--- config.mk ---
export PLATFORM = sky130hd
export DESIGN_NAME = mme_mac
export DESIGN_NICKNAME = d
export VERILOG_FILES = /design/src/rtl/mme_pkg.sv /design/src/rtl/mme_mac.sv
export SDC_FILE = /design/constraint.sdc
export NUM_CORES = 2
export LEC_CHECK = 0
export BUFFER_PORTS_ARGS = -buffer_cell sky130_fd_sc_hd__buf_2
export CORE_MARGIN = 3
export CORE_UTILIZATION = 45
export DETAILED_ROUTE_END_ITERATION = 10
export GPL_ROUTABILITY_DRIVEN = 0
export SLEW_MARGIN = 30
export SYNTH_ARGS = -nofsm -noshare
export SYNTH_HDL_FRONTEND = slang
export SYNTH_SLANG_ARGS = --single-unit
--- constraint.sdc ---
create_clock -name clk -period 14.7 [get_ports clk]
set_input_delay 0.735 -clock clk [delete_from_list [all_inputs] [get_ports clk]]
set_output_delay 0.735 -clock clk [all_outputs]
set_load 0.02 [all_outputs]
--- src/rtl/mme_pkg.sv ---
// types and constants for the matrix multiply engine
// no dependencies; imported by mme_mac, the top level and the checker
package mme_pkg;

  // geometry
  localparam int MAX_DIM   = 16;
  localparam int IDX_W     = 4;
  localparam int ADDR_W    = 2 * IDX_W;
  localparam int DIM_W     = 5;

  // arithmetic widths, Q16.16 operands and full precision sum
  localparam int Q_W       = 32;
  localparam int FRAC_BITS = 16;
  localparam int PROD_W    = 2 * Q_W;
  localparam int ACC_W     = PROD_W + $clog2(MAX_DIM) + 1;
  localparam int FIT_LSB   = Q_W + FRAC_BITS - 1;

  localparam logic [Q_W-1:0] SAT_POS = {1'b0, {(Q_W-1){1'b1}}};
  localparam logic [Q_W-1:0] SAT_NEG = {1'b1, {(Q_W-1){1'b0}}};

  // action codes
  localparam logic [1:0] ACT_WR_A = 2'd0;
  localparam logic [1:0] ACT_WR_B = 2'd1;
  localparam logic [1:0] ACT_RD   = 2'd2;

  // configuration register indexes
  localparam logic [1:0] CFG_A_ROWS = 2'd0;
  localparam logic [1:0] CFG_INNER  = 2'd1;
  localparam logic [1:0] CFG_B_COLS = 2'd2;

  typedef struct packed {
    logic [1:0]            action;
    logic [IDX_W-1:0]      row_index;
    logic [IDX_W-1:0]      column_index;
    logic signed [Q_W-1:0] element_value;
  } in_item_t;

  typedef struct packed {
    logic signed [Q_W-1:0] product_value;
    logic                  saturated;
    logic                  bad_index;
  } out_item_t;

  // control into the multiply-accumulate unit
  typedef struct packed {
    logic clear;
    logic op_vld;
  } mac_ctrl_t;

  // status out of the multiply-accumulate unit
  typedef struct packed {
    logic prod_vld;
    logic sat;
  } mac_stat_t;

endpackage

--- src/rtl/mme_mac.sv ---
// shared multiply-accumulate unit with Q16.16 rescale and saturation
// depends on mme_pkg
module mme_mac import mme_pkg::*; (
  input  logic                  clk,
  input  logic                  rst_n,
  input  mac_ctrl_t             ctrl,
  input  logic signed [Q_W-1:0] op_a,
  input  logic signed [Q_W-1:0] op_b,
  output mac_stat_t             stat,
  output logic [Q_W-1:0]        result
);

  logic signed [PROD_W-1:0] prod_r;
  logic                     prod_vld_r;
  logic signed [ACC_W-1:0]  acc_r;
  logic signed [ACC_W-1:0]  acc_nxt;
  logic [ACC_W-FIT_LSB-1:0] upper;
  logic                     fits;

  // product stage
  always_ff @(posedge clk) begin
    if (!rst_n) begin
      prod_vld_r <= 1'b0;
    end else begin
      prod_vld_r <= ctrl.op_vld;
    end
  end

  always_ff @(posedge clk) begin
    if (ctrl.op_vld) begin
      prod_r <= op_a * op_b;
    end
  end

  // accumulate stage
  always_comb begin
    acc_nxt = acc_r;
    if (ctrl.clear) begin
      acc_nxt = '0;
    end else if (prod_vld_r) begin
      acc_nxt = acc_r + ACC_W'(prod_r);
    end
  end

  always_ff @(posedge clk) begin
    acc_r <= acc_nxt;
  end

  // rescale by truncation, clamp when the sum leaves the Q16.16 range
  assign upper = acc_r[ACC_W-1:FIT_LSB];
  assign fits  = (&upper) | ~(|upper);

  always_comb begin
    if (fits) begin
      result = acc_r[Q_W+FRAC_BITS-1:FRAC_BITS];
    end else if (acc_r[ACC_W-1]) begin
      result = SAT_NEG;
    end else begin
      result = SAT_POS;
    end
  end

  assign stat.prod_vld = prod_vld_r;
  assign stat.sat      = ~fits;

endmodule

==> results.toml <==
[synthesis]
synth_top_family_by_area = "adder cells"
synth_top_area_cell = "fa_1"
synth_top_area_share_pct = 48.7
ys_seq_area_share_pct = 7.46
ys_ff_latch = 134
async_reset_ff_share_pct = 0
synth_compound_area_share_pct = 6.89
yosysUniqueCellTypes = 70
synth_edf_count = 64
ys_warn_count = 0
netlist_area_mm2 = 0.0445
synth_adder_area_share_pct = 55.8
synth.avg_cell_area_um2 = 9.27
synth_xor_area_share_pct = 2.48
syn_nets = 6206
netlist_instances = 4803
synthMuxAreaShare_pct = 0.787
yosys-top-cells-area = "fa_1 (49%), inv_1 (8.5%), and2_1 (7.3%)"
synth_ff_type = "dfxtp_1"
synth-simple-area-share_pct = 16.0

[critical_path]
path_class = "in2reg"
r2r_slack_ns = 10.60
crit_path_end_kind = "register"
cp_max_fo = 32
arrival_ns = 9.04
critical_path_required_ns = 14.88
crit_path_start_kind = "input pin"

[clocking]
cts_setup_buffers = 0
clk_pin_slew_worst_paths_ns = 0.06
cts-htree-levels = 4
clk_latency_ns = 0.44
postCtsHoldBufs = 0
cts_sinks = 134
ctsResizeCount = 0
cts_inserted_buffers = 17
clk_path_buf_depth = 2
cts_root_buffer = "clkbuf_16"
cts_tree = "yes"

[detailed_routing]
vias = 31900
drt_iter0_drc = 2212
antenna_left = 0
post_drt_via_cell_ratio = 5.33
postRouteWirelength_um = 123000
drc = 0
routedWlPerCell_um = 20.6
dr.pass1.iters = 6

[timing]
drv_slew = 0
rsz0062_at_grt = "no"
setup_violations = 0
worst_pin_slew_ns = 0.967
slew_headroom_pct = 35.5
timing.final.crit_share_pct = 60.2
finalHoldViolCount = 0
clock_skew_ns = 0.0150
fmax_mhz = 113
finalCriticalPeriod_ns = 8.85
setup_tns_ns = 0

[floorplan]
rows = 114
die-area_mm2 = 0.103
die_width_um = 321
start_util_pct = 45.7
die_h_um = 321
io_pins = 102
core_mm2 = 0.0974

[cells_and_area]
nNetsFinal = 6094
stdcell_count = 5986
final_cell_mix = "fa_1 (1083), inv_1 (1004), nand2_1 (571)"
num-fill-cells = 9406
multi_input_area_mm2 = 0.0365
seq_area_mm2 = 0.00332
final_common_cell = "fa_1"
drive_gt1_share_pct = 3.59
syn2layout_area_growth_pct = 4.28
postLayoutCellArea_mm2 = 0.0464

[placement]
placed_area_mm2 = 0.0458
port-buffer-count = 101
dp_cells = 5948
dp_hpwl_um = 95200

[global_routing]
grt.total_usage_pct = 24.8
grt_overflow = 0
grt_antenna_before_repair = 9
grt_max_degree = 73
grt_pass1_vias = 34400
grt_pass1_wl_um = 198000

[min_path]
hold_path_class = "reg2reg"

[status]
status = "complete, no violations"

[job]
drv_cap = 0
==> registers in the layout (all words and copies together), names as in the netlist <==
| name | flops |
|---|---|
| acc_r | 69 |
| prod_r | 64 |
| prod_vld_r | 1 |
==> cell type report <==
type,count,share of cell area [%]
multi-input cells,3413,78.6
inverters,1005,8.12
flip-flops and latches,134,7.16
well taps,1276,3.44
repair buffers,120,1.40
clock buffers,17,0.916
clock inverters,15,0.329
diodes,6,0.0323
==> worst max-delay path, stage by stage <==
cell and delay (ns):
buf_2 0.66, and2_1 0.27, fa_1 0.44, fa_1 0.55, inv_1 0.06, fa_1 0.50, fa_1 0.51, inv_1 0.05
fa_1 0.60, fa_1 0.45, fa_1 0.54, inv_1 0.08, fa_1 0.49, inv_1 0.05, ha_1 0.34, a21oi_1 0.21
o21ai_0 0.13, a21o_1 0.18, a221o_1 0.36, nor3_1 0.14, a211o_1 0.21, o221ai_1 0.21, a311oi_2 0.46, o2111ai_1 0.22
and3_1 0.19, or3_1 0.35
==> layer usage <==
metal	wire (um)	GRT usage, %
met5	11	0
met4	1700	4.02
met3	12900	7.30
met2	51400	36.3
met1	57000	37.0
==> synthesized netlist by cell type (3+ instances only) <==
library cell / n
nand4_1: 36
dfxtp_1: 70
nand2_1: 571
nor2b_1: 19
nor3b_1: 3
o31ai_1: 3
nor4_1: 10
o311ai_0: 3
inv_1: 1004
nand4b_1: 3
and3_1: 12
a211o_1: 3
o21bai_1: 23
a21boi_0: 8
nand2b_1: 22
xor2_1: 34
fa_1: 1083
nand3_1: 24
or4_1: 5
edfxtp_1: 64
and2_1: 518
mux2i_1: 35
nor3_1: 24
o21ai_1: 7
nor2_1: 172
buf_1: 7
o21a_1: 18
o2111ai_1: 3
a2111oi_0: 4
a211oi_1: 17
a221oi_1: 4
and4_1: 3
a31o_2: 5
o21ai_0: 79
or3_1: 13
a21oi_1: 150
clkbuf_1: 243
xnor2_1: 92
a21o_1: 90
or2_2: 3
o211ai_1: 12
ha_1: 252
a31oi_1: 18
==> kinds of logic after synthesis <==
group	Yosys count
AOI/OAI and AO/OA	475
xor gates and xnor gates	126
adders and majority gates	1335
buffers and inverters	1256
DFF	134
muxes	35
and+or+nand+nor	1442
==> per-stage QoR <==
stage	util [%]	hold WS [ns]	setup slack, ns
CTS	47.6	0.487	5.95
global route	47.7	0.507	5.42
floorplan	-	0.458	6.51
global placement	47.0	0.474	5.55
finish	47.7	0.492	5.85
detailed placement	47.1	0.485	5.47
==> worst paths after layout <==
kind,start,endpoint,cells past startpoint
worst max register to register,prod_r[1]$_DFFE_PP_,acc_r[59]$_SDFFE_PP0P_,12
worst min-delay path,acc_r[5]$_SDFFE_PP0P_,acc_r[5]$_SDFFE_PP0P_,2
worst min register to register,acc_r[5]$_SDFFE_PP0P_,acc_r[5]$_SDFFE_PP0P_,2
worst max-delay path,op_b[8],prod_r[62]$_DFFE_PP_,26
Power is left out: the tool's default activity adds up to more than one toggle a clock period on the data nets, which glitch-free logic cannot reach.
